===== src/hdl/ouart_pkg.sv =====
// Shared types and constants for the oversampled UART receiver.
// No dependencies; imported by every module of the block.
package ouart_pkg;

  // Receive buffer geometry.
  localparam int BUF_LEN = 64;
  localparam int ADDR_W  = $clog2(BUF_LEN);
  localparam int POS_W   = ADDR_W + 1;

  // Register widths.
  localparam int BAUD_W  = 4;
  localparam int FLEN_W  = 7;
  localparam int CFG_W   = FLEN_W;
  localparam int CFG_IDX_W = 2;
  localparam int DATA_W  = 8;
  localparam int TICK_W  = 8;
  localparam int PHASE_W = 4;

  // Width that holds a position or a frame length plus one more bit.
  localparam int SUM_W = ((POS_W > FLEN_W) ? POS_W : FLEN_W) + 1;

  // Register indexes on the configuration port.
  localparam logic [CFG_IDX_W-1:0] REG_BAUD_DIV  = CFG_IDX_W'(0);
  localparam logic [CFG_IDX_W-1:0] REG_FRAME_LEN = CFG_IDX_W'(1);

  // Reset values of the registers.
  localparam logic [BAUD_W-1:0] BAUD_DIV_RST  = BAUD_W'(8);
  localparam logic [FLEN_W-1:0] FRAME_LEN_RST = FLEN_W'(8);

  // Bit phase codes; every code from PH_STOP up acts as the stop phase.
  localparam logic [PHASE_W-1:0] PH_IDLE  = PHASE_W'(0);
  localparam logic [PHASE_W-1:0] PH_START = PHASE_W'(1);
  localparam logic [PHASE_W-1:0] PH_BIT0  = PHASE_W'(2);
  localparam logic [PHASE_W-1:0] PH_STOP  = PHASE_W'(10);

  // Each low sample in the start window adds this to the tick counter.
  localparam logic [TICK_W-1:0] START_LOW_INC = TICK_W'(8'h10);

  typedef struct packed {
    logic              write_valid;
    logic [DATA_W-1:0] write_data;
    logic [ADDR_W-1:0] write_addr;
    logic              frame_ready;
  } result_t;

endpackage


===== src/hdl/oversampled_uart_receiver.sv =====
// Top level of the oversampled 8N1 UART receiver with buffer write output.
// Depends on ouart_pkg and ouart_core (which holds ouart_mod).
//
// Usage:
//   Input channel (in_valid / in_stall / rxd): one word per oversampling
//   tick, carrying the sampled receive line level.
//   Output channel (out_valid / out_stall / write_*, frame_ready): exactly
//   one word per input word. write_valid marks a received byte to be stored
//   at write_addr; otherwise write_data and write_addr are zero. frame_ready
//   is the frame-complete flag after that tick.
//   A word's result is registered (output register or skid entry) before it is offered.
//   Throughput: one tick per cycle while in_stall is low; the state update is a single pass of
//   compare and increment logic between the state registers.
//   Stall: a two-entry output buffer absorbs one result while out_stall is
//   high; in_stall rises when both entries are full or a remainder pass runs.
//   Reset (rst, synchronous): baud_div 8, frame_len 8, receiver idle, write
//   address 0, frame_ready low, output buffer empty.
//   Configuration (cfg_we / cfg_index / cfg_data): index 0 baud_div,
//   index 1 frame_len, other indexes dropped. A frame_len write starts a
//   remainder pass over the write position; in_stall stays high while it
//   runs, through its 7 bit steps and the final load of the remainder.
module oversampled_uart_receiver (
  input  logic                            clk,
  input  logic                            rst,
  input  logic                            in_valid,
  output logic                            in_stall,
  input  logic                            rxd,
  output logic                            out_valid,
  input  logic                            out_stall,
  output logic                            write_valid,
  output logic [ouart_pkg::DATA_W-1:0]    write_data,
  output logic [ouart_pkg::ADDR_W-1:0]    write_addr,
  output logic                            frame_ready,
  input  logic                            cfg_we,
  input  logic [ouart_pkg::CFG_IDX_W-1:0] cfg_index,
  input  logic [ouart_pkg::CFG_W-1:0]     cfg_data
);
  import ouart_pkg::*;

  logic    in_acc;
  logic    out_take;
  logic    core_busy;
  result_t core_res;

  // Output register and skid entry.
  result_t out_word;
  result_t skid_word;
  logic    skid_valid;

  assign in_acc   = in_valid && !in_stall;
  assign out_take = out_valid && !out_stall;
  // Hold input while the skid entry is full or the residue pass runs.
  assign in_stall = skid_valid || core_busy;

  ouart_core u_core (
    .clk       (clk),
    .rst       (rst),
    .acc       (in_acc),
    .rxd       (rxd),
    .cfg_we    (cfg_we),
    .cfg_index (cfg_index),
    .cfg_data  (cfg_data),
    .busy      (core_busy),
    .res       (core_res)
  );

  // Control of the two-entry output buffer.
  always_ff @(posedge clk) begin
    if (rst) begin
      out_valid  <= 1'b0;
      skid_valid <= 1'b0;
    end else if (skid_valid) begin
      // Input is stalled here: only drain.
      if (out_take) begin
        skid_valid <= 1'b0;
      end
    end else if (in_acc) begin
      if (out_valid && !out_take) begin
        skid_valid <= 1'b1;
      end else begin
        out_valid <= 1'b1;
      end
    end else if (out_take) begin
      out_valid <= 1'b0;
    end
  end

  // Payload of the output buffer.
  always_ff @(posedge clk) begin
    if (skid_valid) begin
      if (out_take) begin
        out_word <= skid_word;
      end
    end else if (in_acc) begin
      if (out_valid && !out_take) begin
        skid_word <= core_res;
      end else begin
        out_word <= core_res;
      end
    end
  end

  assign write_valid = out_word.write_valid;
  assign write_data  = out_word.write_data;
  assign write_addr  = out_word.write_addr;
  assign frame_ready = out_word.frame_ready;

endmodule


===== src/hdl/ouart_mod.sv =====
// Restoring remainder unit: one quotient bit a cycle.
// Depends on ouart_pkg.
module ouart_mod (
  input  logic                        clk,
  input  logic                        rst,
  input  logic                        start,
  input  logic [ouart_pkg::POS_W-1:0]  dividend,
  input  logic [ouart_pkg::FLEN_W-1:0] divisor,
  output logic                        busy,
  output logic                        done,
  output logic [ouart_pkg::POS_W-1:0]  rem
);
  import ouart_pkg::*;

  localparam int CNT_W = $clog2(POS_W + 1);

  logic [CNT_W-1:0]  steps;
  logic [POS_W-1:0]  dvd;
  logic [FLEN_W-1:0] dsr;
  logic [POS_W-1:0]  rem_acc;
  logic [SUM_W-1:0]  trial;
  logic [POS_W-1:0]  rem_acc_next;

  // Bring down the next dividend bit, subtract when it fits.
  always_comb begin
    trial = SUM_W'({rem_acc, dvd[POS_W-1]});
    if (trial >= SUM_W'(dsr)) begin
      rem_acc_next = POS_W'(trial - SUM_W'(dsr));
    end else begin
      rem_acc_next = POS_W'(trial);
    end
  end

  always_ff @(posedge clk) begin
    if (rst) begin
      steps <= '0;
      done  <= 1'b0;
    end else if (start) begin
      steps <= CNT_W'(POS_W);
      done  <= 1'b0;
    end else begin
      done <= (steps == CNT_W'(1));
      if (steps != '0) begin
        steps <= steps - CNT_W'(1);
      end
    end
  end

  always_ff @(posedge clk) begin
    if (start) begin
      dvd     <= dividend;
      dsr     <= divisor;
      rem_acc <= '0;
    end else if (steps != '0) begin
      dvd     <= {dvd[POS_W-2:0], 1'b0};
      rem_acc <= rem_acc_next;
    end
  end

  assign busy = (steps != '0) || done;
  assign rem  = rem_acc;

endmodule


===== src/hdl/ouart_core.sv =====
// Receiver state and per-tick update: start check, bit sampling, stop,
// buffer address and frame tracking. Depends on ouart_pkg and ouart_mod.
module ouart_core (
  input  logic                           clk,
  input  logic                           rst,
  input  logic                           acc,
  input  logic                           rxd,
  input  logic                           cfg_we,
  input  logic [ouart_pkg::CFG_IDX_W-1:0] cfg_index,
  input  logic [ouart_pkg::CFG_W-1:0]     cfg_data,
  output logic                           busy,
  output ouart_pkg::result_t             res
);
  import ouart_pkg::*;

  logic [BAUD_W-1:0]  baud_div;
  logic [FLEN_W-1:0]  frame_len;
  logic [PHASE_W-1:0] bit_phase, bit_phase_next;
  logic [TICK_W-1:0]  tick_count, tick_count_next;
  logic [DATA_W-1:0]  rx_shift, rx_shift_next;
  logic [POS_W-1:0]   write_pos, write_pos_next;
  logic [POS_W-1:0]   frame_residue, frame_residue_next;
  logic               ready_flag, ready_flag_next;

  logic [TICK_W-1:0]  tick_inc;
  logic [TICK_W-1:0]  start_tick;
  logic [TICK_W-1:0]  start_thr;
  logic [FLEN_W-1:0]  eff_len;
  logic               wrap;
  logic [POS_W-1:0]   pos0;
  logic [POS_W-1:0]   res0;
  logic [POS_W-1:0]   res_inc;
  logic               sample;
  logic               store;

  logic               len_write;
  logic [FLEN_W-1:0]  new_eff_len;
  logic               div_done;
  logic [POS_W-1:0]   div_rem;

  assign len_write   = cfg_we && (cfg_index == REG_FRAME_LEN);
  assign new_eff_len = (cfg_data == '0) ? FLEN_W'(1) : cfg_data;

  // Recompute the residue of the write position after a new frame length.
  ouart_mod u_mod (
    .clk      (clk),
    .rst      (rst),
    .start    (len_write),
    .dividend (write_pos),
    .divisor  (new_eff_len),
    .busy     (busy),
    .done     (div_done),
    .rem      (div_rem)
  );

  always_comb begin
    tick_inc   = tick_count + TICK_W'(1);
    start_tick = tick_inc + (rxd ? '0 : START_LOW_INC);
    start_thr  = {baud_div - BAUD_W'(2), 4'b0000} + TICK_W'(baud_div);
    eff_len    = (frame_len == '0) ? FLEN_W'(1) : frame_len;
    wrap       = (SUM_W'(write_pos) + SUM_W'(eff_len)) > SUM_W'(BUF_LEN);
    pos0       = wrap ? '0 : write_pos;
    res0       = wrap ? '0 : frame_residue;
    res_inc    = res0 + POS_W'(1);
  end

  always_comb begin
    bit_phase_next     = bit_phase;
    tick_count_next    = tick_count;
    rx_shift_next      = rx_shift;
    write_pos_next     = write_pos;
    frame_residue_next = frame_residue;
    ready_flag_next    = ready_flag;
    sample             = 1'b0;
    store              = 1'b0;
    res                = '0;

    if (acc) begin
      case (bit_phase)
        PH_IDLE: begin
          if (!rxd) begin
            ready_flag_next = 1'b0;
            bit_phase_next  = PH_START;
            tick_count_next = tick_inc;
          end
        end
        PH_START: begin
          // Low-sample count rides in the high nibble of the tick counter.
          if (start_tick[3:0] >= baud_div) begin
            bit_phase_next  = (start_tick >= start_thr) ? PH_BIT0 : PH_IDLE;
            tick_count_next = '0;
          end else begin
            tick_count_next = start_tick;
          end
        end
        PH_BIT0: begin
          tick_count_next = tick_inc;
          if (({1'b0, tick_inc} + 9'd1) >= 9'(baud_div)) begin
            sample = 1'b1;
          end
        end
        default: begin
          tick_count_next = tick_inc;
          if (bit_phase < PH_STOP) begin
            if (tick_inc >= TICK_W'(baud_div)) begin
              sample = 1'b1;
            end
          end else if (tick_inc == TICK_W'(baud_div)) begin
            store = rxd;
          end else if (tick_inc >= TICK_W'({baud_div, 1'b0})) begin
            store = 1'b1;
          end
        end
      endcase
    end

    if (sample) begin
      rx_shift_next   = {rxd, rx_shift[DATA_W-1:1]};
      bit_phase_next  = bit_phase + PHASE_W'(1);
      tick_count_next = '0;
    end

    if (store) begin
      res.write_valid = 1'b1;
      res.write_data  = rx_shift;
      res.write_addr  = pos0[ADDR_W-1:0];
      write_pos_next  = pos0 + POS_W'(1);
      if (SUM_W'(res_inc) >= SUM_W'(eff_len)) begin
        frame_residue_next = '0;
        ready_flag_next    = 1'b1;
      end else begin
        frame_residue_next = res_inc;
      end
      bit_phase_next  = PH_IDLE;
      tick_count_next = '0;
    end

    if (div_done) begin
      frame_residue_next = div_rem;
    end

    res.frame_ready = ready_flag_next;
  end

  always_ff @(posedge clk) begin
    if (rst) begin
      baud_div      <= BAUD_DIV_RST;
      frame_len     <= FRAME_LEN_RST;
      bit_phase     <= PH_IDLE;
      tick_count    <= '0;
      rx_shift      <= '0;
      write_pos     <= '0;
      frame_residue <= '0;
      ready_flag    <= 1'b0;
    end else begin
      if (cfg_we && (cfg_index == REG_BAUD_DIV)) begin
        baud_div <= cfg_data[BAUD_W-1:0];
      end
      if (len_write) begin
        frame_len <= cfg_data;
      end
      bit_phase     <= bit_phase_next;
      tick_count    <= tick_count_next;
      rx_shift      <= rx_shift_next;
      write_pos     <= write_pos_next;
      frame_residue <= frame_residue_next;
      ready_flag    <= ready_flag_next;
    end
  end

endmodule


===== config.mk =====
export PLATFORM = sky130hd
export DESIGN_NAME = oversampled_uart_receiver
export DESIGN_NICKNAME = d
export VERILOG_FILES = /design/src/hdl/ouart_pkg.sv /design/src/hdl/oversampled_uart_receiver.sv /design/src/hdl/ouart_mod.sv /design/src/hdl/ouart_core.sv
export SDC_FILE = /design/constraint.sdc
export NUM_CORES = 1
export LEC_CHECK = 0
export CAP_MARGIN = 20
export CORE_MARGIN = 1.5
export CORE_UTILIZATION = 64
export DETAILED_ROUTE_END_ITERATION = 8
export DONT_BUFFER_PORTS = 1
export GPL_TIMING_DRIVEN = 0
export PLACE_DENSITY = 0.78
export SLEW_MARGIN = 0
export SYNTH_ARGS = -nofsm -noshare
export SYNTH_HDL_FRONTEND = slang
export SYNTH_SLANG_ARGS = --single-unit

===== constraint.sdc =====
create_clock -name clk -period 6.3 [get_ports clk]
set_clock_uncertainty 0.15 [all_clocks]
set_input_delay 1.26 -clock clk [delete_from_list [all_inputs] [get_ports clk]]
set_output_delay 1.26 -clock clk [all_outputs]
set_load 0.05 [all_outputs]

==> results.sh, run 1 <==
export IMPL_status="completed"
export IMPL_power_leakage_nw=2.74
export IMPL_crit_path_max_fanout=10
export IMPL_min_from="u_core.frame_len[0]$_SDFFE_PP0P_"
export IMPL_grt_setup_unrepaired="no"
export IMPL_start_util=0.665
export IMPL_clk_latency_ns=0.38
export IMPL_num_rows=35
export IMPL_crit_start="u_core.frame_len[2]$_SDFFE_PP0P_"
export IMPL_synth_edf_count=46
export IMPL_worstReg2RegEnd="u_core.frame_residue[2]$_SDFFE_PP0P_"
export IMPL_die_h_um=101
export IMPL_vias_per_cell=5.95
export IMPL_most_common_layout_cells="nand2_1 (66), dfxtp_1 (59), nor2_1 (58)"
export IMPL_finalHoldViolations=0
export IMPL_cts_made_buffers=9
export IMPL_routed_wl_um=13100
export IMPL_grt_max_degree=21
export IMPL_p_per_area_nw_per_um2=323
export IMPL_multiInputGateArea_um2=3320
export IMPL_r2r_start="u_core.frame_len[2]$_SDFFE_PP0P_"
export IMPL_cts_tree="done"
export IMPL_fin_tns_setup_ns=0
export IMPL_finalCriticalPeriod_ns=5.87
export IMPL_holdCritPathClass="register to register"
export IMPL_area_growth_pct=6.20
export IMPL_max_cap_violations=0
export IMPL_ios=33
export IMPL_final_common_cell="nand2_1"
export IMPL_synth_distinct_cells=67
export IMPL_seq_area_frac_synth=0.415
export IMPL_h_tree_depth=3
export IMPL_grt_overflow_total=0
export IMPL_portBuffers=0
export IMPL_synth_main_ff_cell="dfxtp_1"
export IMPL_holdPathStages=2
export IMPL_drc=0
export IMPL_vias=4829
export IMPL_grt_pass1_wl_um=21700
export IMPL_async_flop_share=0
export IMPL_grt_pass1_vias=4563
export IMPL_cp_required_ns=6.39
export IMPL_synth_top_area_frac=0.224
export IMPL_die_area_um2=10300
export IMPL_finalMaxSlewViolations=0
export IMPL_fin_crit_sh=0.932
export IMPL_worst_hold_slack_ns=0.340
export IMPL_slew_headroom=0.408
export IMPL_first_pass_iters=5
export IMPL_syn_cell_area_um2=6180
export IMPL_cp_slowest_cell="fa_1"
export IMPL_yosys_area_top_type="edfxtp_1"
export IMPL_antenna_found_initial=0
export IMPL_path_buf_inv=4
export IMPL_final_core_utilization=0.707
export IMPL_clk_path_buf_depth=2
export IMPL_seq_area_um2=2560
export IMPL_ys_seq_elements=105
export IMPL_fill_cells=750
export IMPL_drive_gt1_frac=0.0718
export IMPL_whs_endpoint="u_core.frame_len[0]$_SDFFE_PP0P_"
export IMPL_fmax_mhz=170
export IMPL_critPathTopFamily="simple AND/OR/NAND/NOR gates"
export IMPL_r2r_cells=27
export IMPL_diodes=0
export IMPL_dpl_hpwl_um=10100
export IMPL_cts_root_buf="clkbuf_8"
export IMPL_vdd_drop_max_v=0.000272
export IMPL_post_drt_wl_per_cell_um=16.1
export IMPL_synthTopCellsByArea="edfxtp_1 (22%), dfxtp_1 (19%), ha_1 (10%)"
export IMPL_die_x_um=101
export IMPL_grt_usage=0.270
export IMPL_final_setup_viol_count=0
export IMPL_drt_iter0_markers=277
export IMPL_place_congestion=0.921
export IMPL_worstMarginPinSlew_ns=0.887
export IMPL_avgSynthCellArea_um2=9.30
export IMPL_critPathMaxStageDelay_ns=0.42
export IMPL_syn_inst=664
export IMPL_r2r_slack_ns=0.43
export IMPL_critPathKind="register to register"
export IMPL_end_kind="register"
export IMPL_cts_sinks=105
export IMPL_synthesis_nets=732
export IMPL_nets=745
export IMPL_ys_warn_count=0
export IMPL_start_kind="register"
export IMPL_crit_arrival_ns=5.96
export IMPL_clk_pin_slew_ns=0.11
export IMPL_ant_nets=0
export IMPL_core_area_um2=9280
-- how the worst max path moves through the flow --
stage / cells past startpoint / to
2_1_floorplan: 27 / u_core.frame_residue[2]$_SDFFE_PP0P_
4_1_cts: 27 / u_core.frame_residue[2]$_SDFFE_PP0P_
6_report: 27 / u_core.frame_residue[2]$_SDFFE_PP0P_
3_3_place_gp: 27 / u_core.frame_residue[2]$_SDFFE_PP0P_
5_1_grt: 27 / u_core.frame_residue[2]$_SDFFE_PP0P_
3_5_place_dp: 27 / u_core.frame_residue[2]$_SDFFE_PP0P_
-- tightest hold or removal path: stages, from the launching register on --
cell and delay, ns:
dfxtp_1 0.34, nand2_1 0.06, a21oi_1 0.05
-- cell type report --
class / instances / share of cell area
repair buffers: 2 / 0.00286
plain buffers: 36 / 0.0244
well taps: 129 / 0.0246
clock buffers: 9 / 0.0189
multi-input cells: 485 / 0.506
clock inverters: 7 / 0.0107
inverters: 38 / 0.0217
flip-flops and latches: 105 / 0.391
-- where the power goes --
group | leakage (nW) | total, mW | switching, mW | internal, mW
Clock | 0.0955 | 0.407 | 0.253 | 0.155
Combinational | 1.74 | 0.685 | 0.407 | 0.278
Sequential | 0.909 | 1.02 | 0.180 | 0.844
-- synth_stat cells, types with 14 or more instances --
master	number
dfxtp_1	59
o21ai_0	18
a21o_1	23
ha_1	51
edfxtp_1	46
inv_1	36
mux2i_1	16
nand3_1	24
nor3_1	14
clkbuf_1	26
a21oi_1	53
nor2_1	58
and2_1	19
nand2_1	66
-- through the flow --
| stage | instances | area, µm² | setup WS (ns) | power, mW |
|---|---|---|---|---|
| 4_1_cts | 810 | 6540 | 0.240 | 2.12 |
| 2_1_floorplan | 664 | 6180 | 1.15 | 1.55 |
| 6_report | 811 | 6560 | 0.427 | 2.12 |
| 3_5_place_dp | 794 | 6350 | 0.276 | 1.72 |
| 5_1_grt | 811 | 6560 | 0.0464 | 2.25 |
| 3_3_place_gp | 793 | 6340 | 0.433 | 1.67 |
-- flip-flops by register name, indices dropped and copies added (netlist names), 6 cells and up --
signal                flops
skid_word                16
u_core.u_mod.rem          7
u_core.write_pos          7
write_addr                6
u_core.u_mod.dsr          7
write_data                8
u_core.rx_shift           8
u_core.frame_residue      7
u_core.u_mod.dvd          7
u_core.tick_count         8
u_core.frame_len          7
-- cells by family (layout without fill, tap and decap cells) --
kind of cell | count (synthesis) | in the layout | share of synthesized area
xor+xnor | 23 | 23 | 0.0338
simple gates | 239 | 239 | 0.192
fa+ha+maj | 53 | 53 | 0.110
compound gates | 153 | 153 | 0.173
buf+inv | 74 | 92 | 0.0486
flops | 105 | 105 | 0.415
mux | 17 | 17 | 0.0277
-- repair_timing --
| item | CTS | global route |
|---|---|---|
| buffers inserted | 0 | 1 |
| hold buffers | 0 | 0 |
| resized for setup | 0 | 3 |
| setup endpoints to repair | 0 | 8 |
-- routing by layer --
layer	track usage	part of all wire	vias to the layer above
li1	-	-	2405
met1	0.371	0.47	2261
met2	0.433	0.46	137
met3	0.0428	0.041	26
met4	0.101	0.023	0
met5	0	0	-
Note: power is estimated with default switching activity, not from simulation.
==> inputs of run 2 (changes only) <==
--- a/config.mk
+++ b/config.mk
@@ -7,11 +7,11 @@
 export LEC_CHECK = 0
 export CAP_MARGIN = 20
 export CORE_MARGIN = 1.5
-export CORE_UTILIZATION = 64
+export CORE_UTILIZATION = 58
 export DETAILED_ROUTE_END_ITERATION = 8
 export DONT_BUFFER_PORTS = 1
 export GPL_TIMING_DRIVEN = 0
-export PLACE_DENSITY = 0.78
+export PLACE_DENSITY = 0.74
 export SLEW_MARGIN = 0
 export SYNTH_ARGS = -nofsm -noshare
 export SYNTH_HDL_FRONTEND = slang
==> constraint.sdc (replaced) <==
create_clock -name clk -period 5.3 [get_ports clk]
set_clock_uncertainty 0.15 [all_clocks]
set_input_delay 1.06 -clock clk [delete_from_list [all_inputs] [get_ports clk]]
set_output_delay 1.06 -clock clk [all_outputs]
set_load 0.05 [all_outputs]
==> run 2 against run 1 <==
  * Worst setup slack got worse by 0.30 ns
  * Sequential power increased by 20%
  * First-iteration DRC count increased by 12%
  * Power increased by 22%
  * Worst hold slack got worse by 0.0059 ns
  * Sequential share of layout area decreased by 1.1 points
  * Core utilization decreased by 5.1 points
  * Register-to-register slack got worse by 0.30 ns
  * Cell area increased by 3.2%
  * Sequential cell count unchanged
  * Non-clock buffer count increased by 8
  * Critical path type unchanged
  * Largest cell class unchanged
  * Largest power group unchanged
==> results.sh, run 2 (synthesis gave the netlist of run 1 again) <==
export IMPL_cts_root_buf="clkbuf_8"
export IMPL_vias=4899
export IMPL_grt_overflow_total=0
export IMPL_vdd_drop_max_v=0.000267
export IMPL_die_h_um=106
export IMPL_grt_max_degree=21
export IMPL_holdCritPathClass="register to register"
export IMPL_finalHoldViolations=0
export IMPL_multiInputGateArea_um2=3430
export IMPL_p_total_mw=2.59
export IMPL_vias_per_cell=5.93
export IMPL_final_common_cell="nand2_1"
export IMPL_r2r_slack_ns=0.13
export IMPL_portBuffers=0
export IMPL_slew_headroom=0.419
export IMPL_worst_hold_slack_ns=0.334
export IMPL_nets=753
export IMPL_final_setup_viol_count=0
export IMPL_dpl_hpwl_um=10200
export IMPL_start_kind="register"
export IMPL_cts_tree="done"
export IMPL_clk_path_buf_depth=2
export IMPL_drt_iter0_markers=311
export IMPL_largest_register="skid_word"
export IMPL_diodes=0
export IMPL_grt_usage=0.257
export IMPL_crit_arrival_ns=5.29
export IMPL_start_util=0.598
export IMPL_holdBufCountCts=0
export IMPL_area_growth_pct=9.60
export IMPL_end_kind="register"
export IMPL_worstMarginPinSlew_ns=0.872
export IMPL_grt_pass1_wl_um=22600
export IMPL_cts_made_buffers=9
export IMPL_drc=0
export IMPL_fin_area_um2=6770
export IMPL_h_tree_depth=3
export IMPL_routed_wl_um=14000
export IMPL_seq_area_um2=2570
export IMPL_p_per_area_nw_per_um2=383
export IMPL_drive_gt1_frac=0.109
export IMPL_die_area_um2=11300
export IMPL_crit_path_max_fanout=6
export IMPL_core_area_um2=10300
export IMPL_num_rows=37
export IMPL_ant_nets=0
export IMPL_ios=33
export IMPL_power_leakage_nw=2.83
export IMPL_clk_pin_slew_ns=0.11
export IMPL_fmax_mhz=193
export IMPL_r2r_cells=25
export IMPL_critPathKind="register to register"
export IMPL_final_core_utilization=0.656
export IMPL_largest_reg_flops=16
export IMPL_finalMaxSlewViolations=0
export IMPL_finalCriticalPeriod_ns=5.17
export IMPL_place_congestion=0.883
export IMPL_fill_cells=840
export IMPL_holdPathStages=2
export IMPL_fin_crit_sh=0.976
export IMPL_first_pass_iters=5
export IMPL_most_common_layout_cells="nand2_1 (65), nor2_1 (58), dfxtp_1 (56)"
export IMPL_placed_area_um2=6350
export IMPL_cts_sinks=105
export IMPL_die_x_um=106
export IMPL_grt_pass1_vias=4640
export IMPL_antenna_found_initial=0
export IMPL_max_cap_violations=0
export IMPL_status="completed"
export IMPL_cp_required_ns=5.42
export IMPL_clk_latency_ns=0.40
export IMPL_post_drt_wl_per_cell_um=16.9
==> run 2: metal layers <==
metal / global-route usage / vias to the layer above / routed length (µm)
li1: - / 2405 / -
met4: 0.0888 / 0 / 282
met1: 0.339 / 2302 / 6200
met3: 0.0650 / 30 / 852
met5: 0 / - / 0
met2: 0.412 / 162 / 6630
==> run 2: power by group <==
part	switching [mW]	internal, mW	total (mW)	leakage, nW
logic	0.493	0.343	0.836	1.79
clock network	0.319	0.215	0.534	0.111
registers	0.219	1.00	1.22	0.922
total	1.03	1.56	2.59	2.83
==> run 2: cell type report <==
type	instances	area share
timing repair buffer	12	0.0133
sequential	105	0.380
tap	136	0.0251
clock inverter	6	0.00961
inverter	38	0.0211
clock buffer	10	0.0220
multi-input combinational	485	0.507
buffer	34	0.0224
==> run 2: what timing repair did <==
item                       4_1_cts  5_1_grt
resized for setup                8       22
hold endpoints to repair         0        0
setup endpoints to repair       10        8
pin swaps                        3       16
buffers inserted                 4        7
==> run 2: path summary, 6_finish.rpt <==
check | startpoint | endpoint
max | u_core.frame_len[1]$_SDFFE_PP0P_ | u_core.frame_residue[3]$_SDFFE_PP0P_
min | u_core.frame_len[5]$_SDFFE_PP0P_ | u_core.frame_len[5]$_SDFFE_PP0P_
max reg2reg | u_core.frame_len[1]$_SDFFE_PP0P_ | u_core.frame_residue[3]$_SDFFE_PP0P_
min reg2reg | u_core.frame_len[5]$_SDFFE_PP0P_ | u_core.frame_len[5]$_SDFFE_PP0P_
==> run 2: worst max-delay path, cell delays in order (launching register included) <==
cell,delay [ns]
dfxtp_4,0.38
nor4_4,0.30
a31o_2,0.24
ha_4,0.15
inv_1,0.05
fa_2,0.38
nand3b_1,0.24
nor4b_2,0.28
a22oi_2,0.13
nand4_1,0.12
o2111ai_2,0.14
a21oi_2,0.23
buf_6,0.14
and2_4,0.15
ha_4,0.16
nand3_4,0.09
xnor2_2,0.17
and2_4,0.17
ha_4,0.27
nand2_2,0.05
o31ai_2,0.28
nand3_1,0.14
and3_4,0.23
buf_4,0.15
a31oi_1,0.20
nor2_1,0.06
==> run 2: metrics by stage <==
step                instances  worst slack [ns]  setup TNS (ns)
detailed placement        801            -0.656           -4.15
global placement          800            -0.501           -2.75
CTS                       820            0.0100               0
global route              826            -0.133          -0.298
finish                    826             0.128               0
floorplan                 664             0.153               0
==> inputs of run 3 (changes only) <==
--- a/config.mk
+++ b/config.mk
@@ -7,11 +7,10 @@
 export LEC_CHECK = 0
 export CAP_MARGIN = 20
 export CORE_MARGIN = 1.5
-export CORE_UTILIZATION = 58
+export CORE_UTILIZATION = 50
 export DETAILED_ROUTE_END_ITERATION = 8
 export DONT_BUFFER_PORTS = 1
-export GPL_TIMING_DRIVEN = 0
-export PLACE_DENSITY = 0.74
+export PLACE_DENSITY = 0.66
 export SLEW_MARGIN = 0
 export SYNTH_ARGS = -nofsm -noshare
 export SYNTH_HDL_FRONTEND = slang
==> constraint.sdc (replaced) <==
create_clock -name clk -period 5.3 [get_ports clk]
set_clock_uncertainty 0.15 [all_clocks]
set_input_delay 0.265 -clock clk [delete_from_list [all_inputs] [get_ports clk]]
set_output_delay 0.265 -clock clk [all_outputs]
set_load 0.05 [all_outputs]
==> run 3 against run 2 <==
  * Cell count is 2.3% lower
  * Critical path depth is 1 lower
  * Fmax is 2.9% higher
  * Power is 3.1% higher
  * Sequential share of layout area is 0.34 points higher
  * Wire length is 5.0% lower
  * Clock power is 23% higher
  * Via count is 4.5% lower
  * Worst setup slack better by 0.14 ns
  * Non-clock buffer count is 30 lower
  * Highest routed layer unchanged
==> results.sh, run 3 (synthesis gave the netlist of run 1 again) <==
export IMPL_clk_path_buf_depth=2
export IMPL_slew_headroom=0.350
export IMPL_post_drt_wl_per_cell_um=16.4
export IMPL_min_from="rst"
export IMPL_wl_met2_um=6080
export IMPL_die_x_um=114
export IMPL_final_core_utilization=0.557
export IMPL_fmax_mhz=199
export IMPL_cp_required_ns=5.38
export IMPL_wl_met1_um=6470
export IMPL_clk_latency_ns=0.36
export IMPL_fill_cells=1063
export IMPL_critPathKind="register to register"
export IMPL_finalMaxSlewViolations=0
export IMPL_most_common_layout_cells="nand2_1 (66), nor2_1 (58), dfxtp_1 (57)"
export IMPL_final_setup_viol_count=0
export IMPL_grt_overflow_total=0
export IMPL_worstReg2RegEnd="u_core.frame_residue[2]$_SDFFE_PP0P_"
export IMPL_area_growth_pct=8.37
export IMPL_place_congestion=0.829
export IMPL_holdCritPathClass="input port to register"
export IMPL_finalCriticalPeriod_ns=5.03
export IMPL_cts_made_buffers=9
export IMPL_r2r_cells=24
export IMPL_cts_sinks=105
export IMPL_highest_layer="met4"
export IMPL_met3_length_um=434
export IMPL_drc=0
export IMPL_vias_per_cell=5.80
export IMPL_num_rows=40
export IMPL_crit_arrival_ns=5.10
export IMPL_seq_area_um2=2560
export IMPL_crit_path_max_fanout=9
export IMPL_h_tree_depth=3
export IMPL_end_kind="register"
export IMPL_place_inst=781
export IMPL_grt_pass1_vias=4512
export IMPL_portBuffers=0
export IMPL_vias=4680
export IMPL_routed_wl_um=13300
export IMPL_start_util=0.514
export IMPL_largest_reg_flops=16
export IMPL_cts_tree="done"
export IMPL_drt_iter0_markers=359
export IMPL_ant_nets=0
export IMPL_core_area_um2=12000
export IMPL_die_h_um=114
export IMPL_diodes=0
export IMPL_fin_crit_sh=0.949
export IMPL_placed_area_um2=6250
export IMPL_worstMarginPinSlew_ns=0.971
export IMPL_p_per_area_nw_per_um2=399
export IMPL_cp_slowest_cell="fa_2"
export IMPL_drive_gt1_frac=0.0833
export IMPL_max_cap_violations=0
export IMPL_final_common_cell="nand2_1"
export IMPL_power_leakage_nw=2.80
export IMPL_holdPathStages=2
export IMPL_r2r_start="u_core.frame_len[4]$_SDFFE_PP0P_"
export IMPL_critPathMaxStageDelay_ns=0.36
export IMPL_clk_pin_slew_ns=0.08
export IMPL_cts_root_buf="clkbuf_16"
export IMPL_grt_max_degree=41
export IMPL_start_kind="register"
export IMPL_status="completed"
export IMPL_whs_endpoint="u_core.bit_phase[0]$_SDFFE_PP0P_"
export IMPL_path_buf_inv=1
export IMPL_finalHoldViolations=0
export IMPL_die_area_um2=13000
export IMPL_dpl_hpwl_um=9280
export IMPL_multiInputGateArea_um2=3360
export IMPL_ios=33
export IMPL_worstPathCellList="nor4_2, a31o_2, ha_2, inv_1, fa_2, nand3b_1, nor4b_2, a22oi_1, nand4_1, o2111ai_2, a21oi_2, and2_4, ha_1, nand3_1, xnor2_1, and2_1, ha_1, nand2_1, o31ai_2, nand3_1, and3_4, nor4bb_2, a31oi_1, o221ai_1"
export IMPL_vdd_drop_max_v=0.000169
export IMPL_final_cells=807
export IMPL_fin_area_um2=6690
export IMPL_grt_usage=0.214
export IMPL_first_pass_iters=6
export IMPL_antenna_found_initial=0
export IMPL_nets=723
export IMPL_critPathTopFamily="simple AND/OR/NAND/NOR gates"
export IMPL_largest_register="skid_word"
export IMPL_r2r_slack_ns=0.27
export IMPL_grt_pass1_wl_um=22000
[run 3: cell count changes in the layout (fill, tap and decap cells not counted), moves of 7 or more]
cell           delta
dlygate4sd3_1     +9
buf_4             -7
clkbuf_8          -9
clkbuf_1         -26
clkbuf_16         +8
[run 3: repair_timing]
item,CTS,global route
buffers inserted,0,0
gates resized for setup,0,13
endpoints found under the setup margin,0,9
endpoints found under the hold margin,47,0
hold buffers,10,0
[run 3: worst max-delay path by stage]
| stage | cells past startpoint | startpoint | slack, ns | endpoint |
|---|---|---|---|---|
| global placement | 23 | u_core.frame_len[1]$_SDFFE_PP0P_ | 0.28 | u_core.frame_residue[0]$_SDFFE_PP0P_ |
| CTS | 24 | u_core.frame_len[1]$_SDFFE_PP0P_ | 0.008 | u_core.frame_residue[2]$_SDFFE_PP0P_ |
| detailed placement | 24 | u_core.frame_len[1]$_SDFFE_PP0P_ | 0.03 | u_core.frame_residue[2]$_SDFFE_PP0P_ |
| global route | 24 | u_core.frame_len[4]$_SDFFE_PP0P_ | -0.12 | u_core.frame_residue[2]$_SDFFE_PP0P_ |
| floorplan | 27 | u_core.frame_len[1]$_SDFFE_PP0P_ | 0.15 | u_core.frame_residue[2]$_SDFFE_PP0P_ |
| finish | 24 | u_core.frame_len[4]$_SDFFE_PP0P_ | 0.27 | u_core.frame_residue[2]$_SDFFE_PP0P_ |
[run 3: cell type report]
class | count | area share
clock buffer | 9 | 0.0336
clock inverter | 7 | 0.00916
inverter | 38 | 0.0213
multi-input combinational | 485 | 0.502
sequential | 105 | 0.383
tap | 147 | 0.0275
timing repair buffer | 16 | 0.0232
[run 3: worst register-to-register path: cells and delay by family, from the launching register on]
family,cells,cell delay [ns]
simple gates,11,1.93
fa+ha+maj,4,1.01
compound gates,7,1.22
xor+xnor,1,0.17
buf+inv,1,0.06
flops,1,0.35
[run 3: power by group]
part	internal, mW	total (mW)	leakage, nW	switching (mW)
registers	1.00	1.23	0.921	0.223
clock network	0.331	0.655	0.146	0.324
logic	0.328	0.791	1.73	0.463
[run 3: through the flow]
step | TNS [ns] | hold slack (ns) | power (mW) | setup slack, ns
after CTS | 0 | 0.0139 | 2.68 | 0.00804
after global placement | 0 | 0.195 | 1.98 | 0.276
after floorplan | 0 | 0.233 | 1.84 | 0.153
after global routing | -0.249 | 0.0510 | 2.83 | -0.120
after detailed placement | 0 | 0.197 | 2.01 | 0.0297
final | 0 | 0.0426 | 2.67 | 0.272
[run 3: routing by layer]
metal	up-vias	GRT usage
met3	20	0.0439
met5	-	0
li1	2353	-
met4	0	0.0817
met2	101	0.344
met1	2206	0.286
